**config.mk**
```make
export PLATFORM = sky130hd
export DESIGN_NAME = buzzer_cadence_sequencer_flat
export DESIGN_NICKNAME = d
export VERILOG_FILES = /design/src/rtl/core/bcs_pkg.sv /design/src/rtl/core/bcs_if.sv /design/src/rtl/core/buzzer_cadence_sequencer.sv /design/src/flat_wrapper.sv
export SDC_FILE = /design/constraint.sdc
export NUM_CORES = 1
export LEC_CHECK = 0
export BUFFER_PORTS_ARGS = -buffer_cell sky130_fd_sc_hd__buf_2
export CAP_MARGIN = 20
export CORE_UTILIZATION = 40
export DETAILED_ROUTE_END_ITERATION = 7
export HOLD_SLACK_MARGIN = 0.06
export PLACE_DENSITY = 0.61
export RECOVER_POWER = 100
export REMOVE_ABC_BUFFERS = 1
export SKIP_CTS_REPAIR_TIMING = 1
export SLEW_MARGIN = 40
export SYNTH_ARGS = -nofsm -noshare
export SYNTH_HDL_FRONTEND = slang
export SYNTH_SLANG_ARGS = --single-unit
```
**constraint.sdc**
```tcl
create_clock -name clk -period 3.9 [get_ports clk]
set_input_delay 0.78 -clock clk [delete_from_list [all_inputs] [get_ports clk]]
set_output_delay 0.78 -clock clk [all_outputs]
set_load 0.05 [all_outputs]
```
**src/rtl/core/bcs_pkg.sv**
```systemverilog
//------------------------------------------------------------------------------
// bcs_pkg
// Shared constants, codes and the cadence ROM for the buzzer cadence sequencer.
//------------------------------------------------------------------------------
`default_nettype none

package bcs_pkg;

	localparam int STEPS_PER_PATTERN = 6;
	localparam int PATTERN_COUNT     = 6;
	localparam int DURATION_BITS     = 11;

	localparam int PAT_BITS   = 3;
	localparam int STEP_BITS  = $clog2(STEPS_PER_PATTERN + 1);
	localparam int CFG_IDX_BITS = 2;

	typedef logic [DURATION_BITS-1:0] dur_t;
	typedef logic [PAT_BITS-1:0]      pat_t;
	typedef logic [STEP_BITS-1:0]     step_t;
	typedef logic [CFG_IDX_BITS-1:0]  cfg_idx_t;

	// input opcodes
	localparam logic OP_TICK   = 1'b0;
	localparam logic OP_SELECT = 1'b1;

	// pattern codes with special handling
	localparam pat_t PAT_OFF = pat_t'(0);
	localparam pat_t PAT_ON  = pat_t'(1);

	// configuration register indexes
	localparam cfg_idx_t REG_ENABLED     = cfg_idx_t'(0);
	localparam cfg_idx_t REG_TONE_MODE   = cfg_idx_t'(1);
	localparam cfg_idx_t REG_ACTIVE_HIGH = cfg_idx_t'(2);

	// durations in ms, a zero ends the row
	localparam dur_t CADENCE_ROM [PATTERN_COUNT][STEPS_PER_PATTERN] = '{
		'{dur_t'(0),   dur_t'(0),   dur_t'(0),   dur_t'(0),    dur_t'(0), dur_t'(0)},
		'{dur_t'(0),   dur_t'(0),   dur_t'(0),   dur_t'(0),    dur_t'(0), dur_t'(0)},
		'{dur_t'(200), dur_t'(800), dur_t'(0),   dur_t'(0),    dur_t'(0), dur_t'(0)},
		'{dur_t'(150), dur_t'(150), dur_t'(0),   dur_t'(0),    dur_t'(0), dur_t'(0)},
		'{dur_t'(100), dur_t'(100), dur_t'(100), dur_t'(1700), dur_t'(0), dur_t'(0)},
		'{dur_t'(100), dur_t'(0),   dur_t'(0),   dur_t'(0),    dur_t'(0), dur_t'(0)}
	};

	// rows that wrap at their terminator (bit i = pattern i)
	localparam logic [PATTERN_COUNT-1:0] CADENCE_LOOPS = PATTERN_COUNT'(6'b011100);

	function automatic dur_t rom_read(input pat_t pat, input step_t step);
		dur_t d;
		d = '0;
		if ((int'(pat) < PATTERN_COUNT) && (int'(step) < STEPS_PER_PATTERN)) begin
			d = CADENCE_ROM[pat][step];
		end
		return d;
	endfunction

	function automatic logic rom_loops(input pat_t pat);
		logic l;
		l = 1'b0;
		if (int'(pat) < PATTERN_COUNT) begin
			l = CADENCE_LOOPS[pat];
		end
		return l;
	endfunction

endpackage

`default_nettype wire

```
**src/rtl/core/bcs_if.sv**
```systemverilog
//------------------------------------------------------------------------------
// bcs channel interfaces
// Valid/ready channels for command items, result items and register writes.
//------------------------------------------------------------------------------
`default_nettype none

interface bcs_item_if;
	import bcs_pkg::*;
	logic valid;
	logic ready;
	logic op;
	pat_t pattern_select;

	modport source (output valid, output op, output pattern_select, input ready);
	modport sink   (input valid, input op, input pattern_select, output ready);
endinterface

interface bcs_result_if;
	import bcs_pkg::*;
	logic valid;
	logic ready;
	logic sounding;
	logic pin_level;
	logic tone_enable;
	pat_t current_pattern;

	modport source (output valid, output sounding, output pin_level, output tone_enable,
		output current_pattern, input ready);
	modport sink   (input valid, input sounding, input pin_level, input tone_enable,
		input current_pattern, output ready);
endinterface

interface bcs_cfg_if;
	import bcs_pkg::*;
	logic     valid;
	logic     ready;
	cfg_idx_t index;
	logic     data;

	modport source (output valid, output index, output data, input ready);
	modport sink   (input valid, input index, input data, output ready);
endinterface

`default_nettype wire

```
**src/rtl/core/buzzer_cadence_sequencer.sv**
```systemverilog
//------------------------------------------------------------------------------
// buzzer_cadence_sequencer
// Plays on/off buzzer cadences from a fixed pattern ROM, driven by ms ticks.
//------------------------------------------------------------------------------
// Each beat on item is either a 1 ms tick or a pattern selection and yields
// exactly one beat on result carrying the buzzer outputs after that command.
// The block takes one item per cycle while result is not stalled; a result is
// built from its item (input register, then one update stage that reads the
// cadence ROM, decrements the countdown and writes the result register).
// Registers (enabled, tone_mode, active_high) may be written only while no
// item is in flight; cfg is always ready.
`default_nettype none

module buzzer_cadence_sequencer
	import bcs_pkg::*;
(
	input  wire          clk,
	input  wire          arst_n,
	bcs_item_if.sink     item,
	bcs_result_if.source result,
	bcs_cfg_if.sink      cfg
);

	logic enabled_q, tone_mode_q, active_high_q;

	logic op_s1;
	pat_t sel_s1;
	logic vld_s1;

	pat_t  pat_q;
	step_t step_q;
	dur_t  rem_q;
	logic  run_q;
	logic  snd_q;

	logic res_vld_s2, res_snd_s2, res_pin_s2, res_tone_s2;
	pat_t res_pat_s2;

	logic load_s2;

	pat_t  pat_n;
	step_t step_n;
	dur_t  rem_n;
	logic  run_n;
	logic  snd_n;
	logic  play;
	dur_t  dur_a, dur_0, dur_dec;
	step_t idx;
	logic  snd_out;

	assign cfg.ready = 1'b1;

	always_ff @(posedge clk or negedge arst_n) begin
		if (!arst_n) begin
			enabled_q     <= 1'b0;
			tone_mode_q   <= 1'b0;
			active_high_q <= 1'b1;
		end else if (cfg.valid) begin
			case (cfg.index)
				REG_ENABLED:     enabled_q     <= cfg.data;
				REG_TONE_MODE:   tone_mode_q   <= cfg.data;
				REG_ACTIVE_HIGH: active_high_q <= cfg.data;
				default: ;
			endcase
		end
	end

	// update stage runs when the result register is free or being drained
	assign load_s2    = !res_vld_s2 || result.ready;
	assign item.ready = !vld_s1 || load_s2;

	always_ff @(posedge clk or negedge arst_n) begin
		if (!arst_n) begin
			vld_s1 <= 1'b0;
		end else if (item.ready) begin
			vld_s1 <= item.valid;
		end
	end

	always_ff @(posedge clk) begin
		if (item.ready && item.valid) begin
			op_s1  <= item.op;
			sel_s1 <= item.pattern_select;
		end
	end

	always_comb begin
		pat_n   = pat_q;
		step_n  = step_q;
		rem_n   = rem_q;
		run_n   = run_q;
		snd_n   = snd_q;
		play    = 1'b0;
		dur_dec = (rem_q != '0) ? rem_q - 1'b1 : '0;
		if (enabled_q) begin
			if (op_s1 == OP_SELECT) begin
				if (int'(sel_s1) < PATTERN_COUNT) begin
					pat_n  = sel_s1;
					step_n = '0;
					if (sel_s1 != pat_q) begin
						run_n = 1'b0;
						if (sel_s1 == PAT_OFF) begin
							snd_n = 1'b0;
						end else if (sel_s1 == PAT_ON) begin
							snd_n = 1'b1;
						end else begin
							play = 1'b1;
						end
					end
				end
			end else if (run_q) begin
				rem_n = dur_dec;
				if (dur_dec == '0) begin
					run_n = 1'b0;
					play  = 1'b1;
				end
			end
		end

		dur_a = rom_read(pat_n, step_n);
		dur_0 = rom_read(pat_n, '0);
		idx   = step_n;
		if (play) begin
			if (dur_a != '0) begin
				idx    = step_n;
				snd_n  = ~idx[0];
				rem_n  = dur_a;
				run_n  = 1'b1;
				step_n = idx + 1'b1;
			end else if (!rom_loops(pat_n)) begin
				snd_n = 1'b0;
				run_n = 1'b0;
			end else if (dur_0 == '0) begin
				// looping row with nothing in it
				step_n = '0;
				snd_n  = 1'b0;
				run_n  = 1'b0;
			end else begin
				idx    = '0;
				snd_n  = 1'b1;
				rem_n  = dur_0;
				run_n  = 1'b1;
				step_n = idx + 1'b1;
			end
		end
	end

	assign snd_out = enabled_q && snd_n;

	always_ff @(posedge clk or negedge arst_n) begin
		if (!arst_n) begin
			pat_q      <= PAT_OFF;
			step_q     <= '0;
			rem_q      <= '0;
			run_q      <= 1'b0;
			snd_q      <= 1'b0;
			res_vld_s2 <= 1'b0;
		end else if (load_s2) begin
			res_vld_s2 <= vld_s1;
			if (vld_s1) begin
				pat_q  <= pat_n;
				step_q <= step_n;
				rem_q  <= rem_n;
				run_q  <= run_n;
				snd_q  <= snd_n;
			end
		end
	end

	always_ff @(posedge clk) begin
		if (load_s2 && vld_s1) begin
			res_snd_s2  <= snd_out;
			res_pin_s2  <= !tone_mode_q && (snd_out ? active_high_q : !active_high_q);
			res_tone_s2 <= tone_mode_q && snd_out;
			res_pat_s2  <= pat_n;
		end
	end

	assign result.valid           = res_vld_s2;
	assign result.sounding        = res_snd_s2;
	assign result.pin_level       = res_pin_s2;
	assign result.tone_enable     = res_tone_s2;
	assign result.current_pattern = res_pat_s2;

endmodule

`default_nettype wire

```
**src/flat_wrapper.sv**
```systemverilog
// flat-port wrapper written by rule: the top's interface ports become plain ports
module buzzer_cadence_sequencer_flat import bcs_pkg::*;
  (clk, arst_n, item_valid, item_op, item_pattern_select, item_ready, result_valid, result_sounding, result_pin_level, result_tone_enable, result_current_pattern, result_ready, cfg_valid, cfg_index, cfg_data, cfg_ready);
  bcs_item_if item_i ();
  bcs_result_if result_i ();
  bcs_cfg_if cfg_i ();
  input  wire clk;
  input  wire arst_n;
  input wire logic [$bits(item_i.valid)-1:0] item_valid;
  input wire logic [$bits(item_i.op)-1:0] item_op;
  input wire logic [$bits(item_i.pattern_select)-1:0] item_pattern_select;
  output wire logic [$bits(item_i.ready)-1:0] item_ready;
  output wire logic [$bits(result_i.valid)-1:0] result_valid;
  output wire logic [$bits(result_i.sounding)-1:0] result_sounding;
  output wire logic [$bits(result_i.pin_level)-1:0] result_pin_level;
  output wire logic [$bits(result_i.tone_enable)-1:0] result_tone_enable;
  output wire logic [$bits(result_i.current_pattern)-1:0] result_current_pattern;
  input wire logic [$bits(result_i.ready)-1:0] result_ready;
  input wire logic [$bits(cfg_i.valid)-1:0] cfg_valid;
  input wire logic [$bits(cfg_i.index)-1:0] cfg_index;
  input wire logic [$bits(cfg_i.data)-1:0] cfg_data;
  output wire logic [$bits(cfg_i.ready)-1:0] cfg_ready;
  assign item_i.valid = item_valid;
  assign item_i.op = item_op;
  assign item_i.pattern_select = item_pattern_select;
  assign item_ready = item_i.ready;
  assign result_valid = result_i.valid;
  assign result_sounding = result_i.sounding;
  assign result_pin_level = result_i.pin_level;
  assign result_tone_enable = result_i.tone_enable;
  assign result_current_pattern = result_i.current_pattern;
  assign result_i.ready = result_ready;
  assign cfg_i.valid = cfg_valid;
  assign cfg_i.index = cfg_index;
  assign cfg_i.data = cfg_data;
  assign cfg_ready = cfg_i.ready;
  buzzer_cadence_sequencer u_core (.clk(clk), .arst_n(arst_n), .item(item_i), .result(result_i), .cfg(cfg_i));
endmodule
```
* Word level (Yosys, flattened, before mapping) *
Memories as Yosys holds them, arrays and structs flattened.
Cells that the tools add are included.

word-level totals
  input port bits = 12
  word-level logic and storage cells = 115
  output and inout bits = 9
  memories kept = 2
  memory bits (read-only) = 536
  bits in registers = 34

cells by class
  reduce and logical (&&, ||, !) cells = 24
  equal/unequal tests = 6
  $lt $le $gt $ge = 6
  add/sub/neg operators = 2
  multiplexer cells = 56
  bitwise logic cells = 3

memories
  name              words  width  rd ports  clocked after memory_dff  wr ports  line           RTL
  (name not given)  8      66     1         0                         0         bcs_pkg.sv:52  d = CADENCE_ROM[pat][step];
  (name not given)  8      1      1         0                         0         bcs_pkg.sv:61  l = CADENCE_LOOPS[pat];

operators by type and width
  kind                                                        count
  2-to-1 mux 11 bit                                           12
  2-to-1 mux 66 bit                                           2
  binary-select mux 11 bit (select 3 bit)                     1
  2-to-1 mux 1 bit                                            32
  2-to-1 mux 3 bit                                            9
  zero test 11 bit                                            2
  nonzero test 11 bit                                         2
  subtractor 11 x 1 -> 11 bit, second input constant          1
  less-than comparator 3 bit, second input constant           3
  greater-or-equal comparator 4 bit, second input constant    2
  inverter 3 -> 4 bit                                         2
  AND reduction 2 bit                                         4
  logical AND 1 bit                                           6
  inequality test 3 bit, second input constant                2
  AND reduction 5 bit                                         1
  zero test 1 bit                                             4
  less-than comparator 3 x 4 -> 1 bit, second input constant  1
  adder 3 x 1 -> 3 bit, second input constant                 1
  equality test 3 x 1 -> 1 bit, second input constant         1
  zero test 3 bit                                             1
  inequality test 3 bit                                       1
  equality test 2 x 1 -> 1 bit, second input constant         1
  equality test 2 bit, second input constant                  1
  zero test 2 bit                                             1
  3 further kinds                                             4

* Logic depth before layout (Yosys ltp) *
  depth in word-level cells = 21
  mapped depth = 11
  mapped depth without buffers = 10

* Worst setup path before layout *
Ideal clock, no wire load.

  path type = register to register
  start = reg u_core.sel_s1[2]
  end = reg u_core.res_tone_s2 (netlist: u_core.result.tone_enable) (data pin)
  clock period less this slack = 3.041 ns
  data arrival time = 2.910 ns
  path slack = 0.859 ns
  buffers on the path = 1
  cell stages (with the launch flop) = 11
  library setup time = 0.131 ns
  required time = 3.769 ns
  path through = edfxtp_1 -> clkbuf_1 -> nand3b_1 -> a21oi_1 -> ha_1 -> nor2_1 -> a2bb2oi_1 -> a21oi_1 -> or4_4 -> a311oi_2 -> and2_1

between the ends
  word-level cells in the longest chain between the ends = 17
  elaborated cells between the ends (all ways) = 49
  classes of those cells = 3 x order compare; 2 x eq/ne; 33 x mux; 3 x bitwise; 6 x reduce/logical; 2 x memory

RTL lines
  what                                                  line                             RTL
  start, declared                                       buzzer_cadence_sequencer.sv:27   pat_t sel_s1;
  start signal, assigned                                buzzer_cadence_sequencer.sv:83   sel_s1 <= item.pattern_select;
  less-than comparator 3 bit (*)                        buzzer_cadence_sequencer.sv:97   if (int'(sel_s1) < PATTERN_COUNT) begin
  2-to-1 mux 3 bit (*)                                  buzzer_cadence_sequencer.sv:97
  2-to-1 mux 3 bit (*)                                  buzzer_cadence_sequencer.sv:96   if (op_s1 == OP_SELECT) begin
  2-to-1 mux 3 bit (*)                                  buzzer_cadence_sequencer.sv:95   if (enabled_q) begin
  via u_core.pat_n[1]                                   buzzer_cadence_sequencer.sv:41   pat_t pat_n;
  inverter 3 -> 4 bit (not written as such)             bcs_pkg.sv:52
  memory (8 x 66 bit)                                   -
  2-to-1 mux 66 bit (not written as such) (2 in a row)  bcs_pkg.sv:52
  binary-select mux 11 bit (select 3 bit)               bcs_pkg.sv:52
  2-to-1 mux 11 bit (not written as such) (2 in a row)  bcs_pkg.sv:52
  2-to-1 mux 11 bit                                     bcs_pkg.sv:51                    if ((int'(pat) < PATTERN_COUNT) && (int'(step) < STEPS_PER_PATTERN)) begin
  nonzero test 11 bit                                   buzzer_cadence_sequencer.sv:124  if (dur_a != '0) begin
  2-to-1 mux 1 bit (*)                                  buzzer_cadence_sequencer.sv:124
  2-to-1 mux 1 bit (*)                                  buzzer_cadence_sequencer.sv:123  if (play) begin
  logical AND 1 bit (*)                                 buzzer_cadence_sequencer.sv:148  assign snd_out = enabled_q && snd_n;
  via u_core.snd_out                                    buzzer_cadence_sequencer.sv:49   logic snd_out;
  logical AND 1 bit (*)                                 buzzer_cadence_sequencer.sv:174  res_tone_s2 <= tone_mode_q && snd_out;
  end signal, assigned                                  buzzer_cadence_sequencer.sv:174
  end, declared                                         buzzer_cadence_sequencer.sv:36   logic res_vld_s2, res_snd_s2, res_pin_s2, res_tone_s2;

The timed path passes the listed nets; every way through them passes the cells marked *. The select of a mux whose other input is x is not followed.
A chain may end at the register's enable or synchronous reset.

* Worst setup path after layout *
Same ends and word-level chain as after synthesis.

==> results.toml <==
[synth]
synth-edff-count = 10
synth_top_cells_by_count = "o21ai_0, dfrtp_1, nand2_1"
synth.largest_area_cell = "dfrtp_1"
ys_warn_count = 0
syn_avg_cell_area_um2 = 8.72
synthTopCellsByArea = "dfrtp_1, edfxtp_1, o21ai_0, ha_1, nand2_1"
synth.ff_latch_count = 34
yosys_most_used_dff = "dfrtp_1"
synth_top_area_share_pct = 22.1
netlist_area_mm2 = 0.00260
synth_cell_types = 69
synth_most_common_cell = "o21ai_0"
async_reset_ff_share_pct = 70.6
syn_inst = 298
ys_seq_area_share_pct = 34.7

[floorplan]
die_x_um = 82.6
die_height_um = 82.6
dieArea_mm2 = 0.00682
core_mm2 = 0.00631
io_pins = 21
fp-row-count = 29
start_util_pct = 41.2

[drt]
num_vias = 2416
drtIter0Drc = 107
via_per_inst = 6.13
drt_first_pass_iters = 4
antenna_left = 0
drc = 0
drt-wirelength-per-cell_um = 17.1
totalWireLength_mm = 6.75

[placement]
dp_hpwl_mm = 5.04
place_congestion = 0.969
numPortBuffers = 19
place_inst = 386

[grt]
grt_pass1_wl_mm = 11.1
antenna_found_initial = 0
grt-ovfl-total = 0
grt_usage_pct = 21.9
grt_max_degree = 25
grt_pass1_vias = 2269

[min_path]
hp-class = "flop to flop"

[timing]
fin_crit_sh_pct = 89.4
fin_crit_ns = 3.48
setup_tns_ns = 0
setup_viol = 0
rsz0062_at_grt = "no"
final_max_slew_viol_count = 0
finalHoldViolCount = 0
worst_pin_slew_ns = 1.36
max_slew_margin_pct = 9.17
finalClockSkew_ns = 0.00742
clock.fmax_ghz = 0.287

[power]
p_sw_share_pct = 46.2
power_frac_comb_pct = 48.7
clkPwrFrac_pct = 16.4
leakage_nw = 1.05
p_per_area_mw_per_mm2 = 609
p_int_uw = 921
power_frac_seq_pct = 34.8
p_switching_uw = 792
vdd_drop_max_uv = 287

[cells_and_area]
post_route_cells_drive_above_1_share_pct = 11.4
fin_cells = 394
fin_nets = 335
area_growth_pct = 8.19
diodes = 0

[clock_network]
cts_max_level = 2
clockBufferDepth = 2
clkLatencyLatePin_ns = 0.29
cts_root_buf = "clkbuf_8"
path_clk_slew_ns = 0.07
numClockSinks = 34
cts_buffers = 5
cts_tree = "done"

[critical_path]
crit_family = "simple AND/OR/NAND/NOR gates"
arrival_ns = 3.65
crit_path_max_fanout = 8
cp.buffers_inverters = 1
worstSetupPathType = "flop to flop"
cp.required_ns = 4.07
path_cells = "nand3b_1 > a21oi_1 > clkbuf_1 > ha_1 > nor2_1 > a2bb2oi_1 > a21oi_1 > or4_4 > a311oi_2 > and2_1"
crit_slowest_cell = "or4_4"
cp-start-kind = "flop"
critPathMaxStageDelay_ns = 0.61
cp-end-kind = "flop"
crit_top_cell = "a21oi_1"

[outcome]
status = "finished, final reports clean"

[run]
cap_violations = 0
routing by layer:
metal | share of wire, % | track usage (%)
met1 | 47 | 29.8
met2 | 46 | 34.8
met3 | 5.5 | 3.52
met4 | 1.7 | 8.45
met5 | 0 | 0
placed cells by master, fill, tap and decap left out, types with 3 or more instances in the layout:
| cell | count |
|---|---|
| a21o_1 | 3 |
| a21oi_1 | 15 |
| a31oi_1 | 4 |
| and2_0 | 3 |
| and2_1 | 3 |
| and3b_1 | 3 |
| buf_2 | 8 |
| buf_4 | 5 |
| clkbuf_1 | 14 |
| clkbuf_8 | 6 |
| dfrtp_1 | 23 |
| edfxtp_1 | 10 |
| ha_1 | 7 |
| inv_1 | 14 |
| nand2_1 | 22 |
| nand2b_1 | 6 |
| nand3_1 | 13 |
| nand3b_1 | 7 |
| nand4_1 | 4 |
| nor2_1 | 20 |
| nor3_1 | 12 |
| nor3b_1 | 6 |
| nor4_1 | 6 |
| o211ai_1 | 5 |
| o21a_1 | 3 |
| o21ai_0 | 26 |
| o21ai_1 | 3 |
| or3_1 | 3 |
| xnor2_1 | 4 |
layout make-up:
type / count / area, um2
Fill cell: 657 / 3500
Multi-Input combinational cell: 234 / 1540
Sequential cell: 34 / 902
Timing Repair Buffer: 27 / 130
Tap cell: 77 / 96.3
Clock buffer: 6 / 82.6
Inverter: 14 / 52.6
Clock inverter: 2 / 12.5
registers in the layout, summed over array words and instances, names as in the netlist:
name / flops
u_core.active_high_q: 1
u_core.enabled_q: 1
u_core.op_s1: 1
u_core.pat_q: 3
u_core.rem_q: 11
u_core.result.current_pattern: 3
u_core.result.pin_level: 1
u_core.result.sounding: 1
u_core.result.tone_enable: 1
u_core.result.valid: 1
u_core.run_q: 1
u_core.sel_s1: 3
u_core.snd_q: 1
u_core.step_q: 3
u_core.tone_mode_q: 1
u_core.vld_s1: 1
worst reg2reg max path, delay by kind of cell (launching register included):
family                     cells  cell delay (ns)
and+or+nand+nor                4             1.17
AOI/OAI and AO/OA              4             1.09
DFF                            1             0.50
adders and majority gates      1             0.33
buffers and inverters          1             0.28
path summary, 6_finish.rpt:
path / depth (start not counted) / from / slack (ns) / to
setup reg to reg: 10 / u_core.sel_s1[2] / 0.42 / u_core.result.tone_enable
max in group asynchronous: 1 / arst_n / 2.31 / u_core.snd_q
hold reg to reg: 2 / u_core.snd_q / 0.49 / u_core.snd_q
hold / removal: 2 / u_core.snd_q / 0.49 / u_core.snd_q
min in group asynchronous: 1 / arst_n / 0.77 / u_core.pat_q[1]
setup / recovery: 10 / u_core.sel_s1[2] / 0.42 / u_core.result.tone_enable
power groups by stage:
stage	Sequential (mW)	Clock (mW)	Combinational (mW)
after CTS	0.594	0.288	0.846
after floorplan	0.605	0	0.588
final	0.597	0.281	0.834
after global routing	0.612	0.304	0.919
after detailed placement	0.601	0	0.842
after global placement	0.601	0	0.849
cells by family after synthesis:
logic type | Yosys count | share of synthesized area [%]
buffers and inverters | 30 | 5.20
AOI/OAI and AO/OA | 97 | 27.3
adders and majority gates | 7 | 3.37
other | 1 | 0.144
and+or+nand+nor | 120 | 26.0
muxes | 4 | 1.64
xor gates and xnor gates | 5 | 1.69
DFF | 34 | 34.7
per-stage QoR:
stage | worst slack (ns) | util, % | area [um2] | hold slack [ns] | power (mW)
after CTS | 0.571 | 45.3 | 2860 | 0.499 | 1.73
after global routing | 0.227 | 44.5 | 2810 | 0.521 | 1.84
after global placement | 0.717 | 43.8 | 2770 | 0.474 | 1.45
final | 0.415 | 44.5 | 2810 | 0.486 | 1.71
after detailed placement | 0.583 | 43.8 | 2770 | 0.481 | 1.44
after floorplan | 0.893 | - | 2520 | 0.449 | 1.19
No activity file was read; power rests on OpenSTA's default activity.
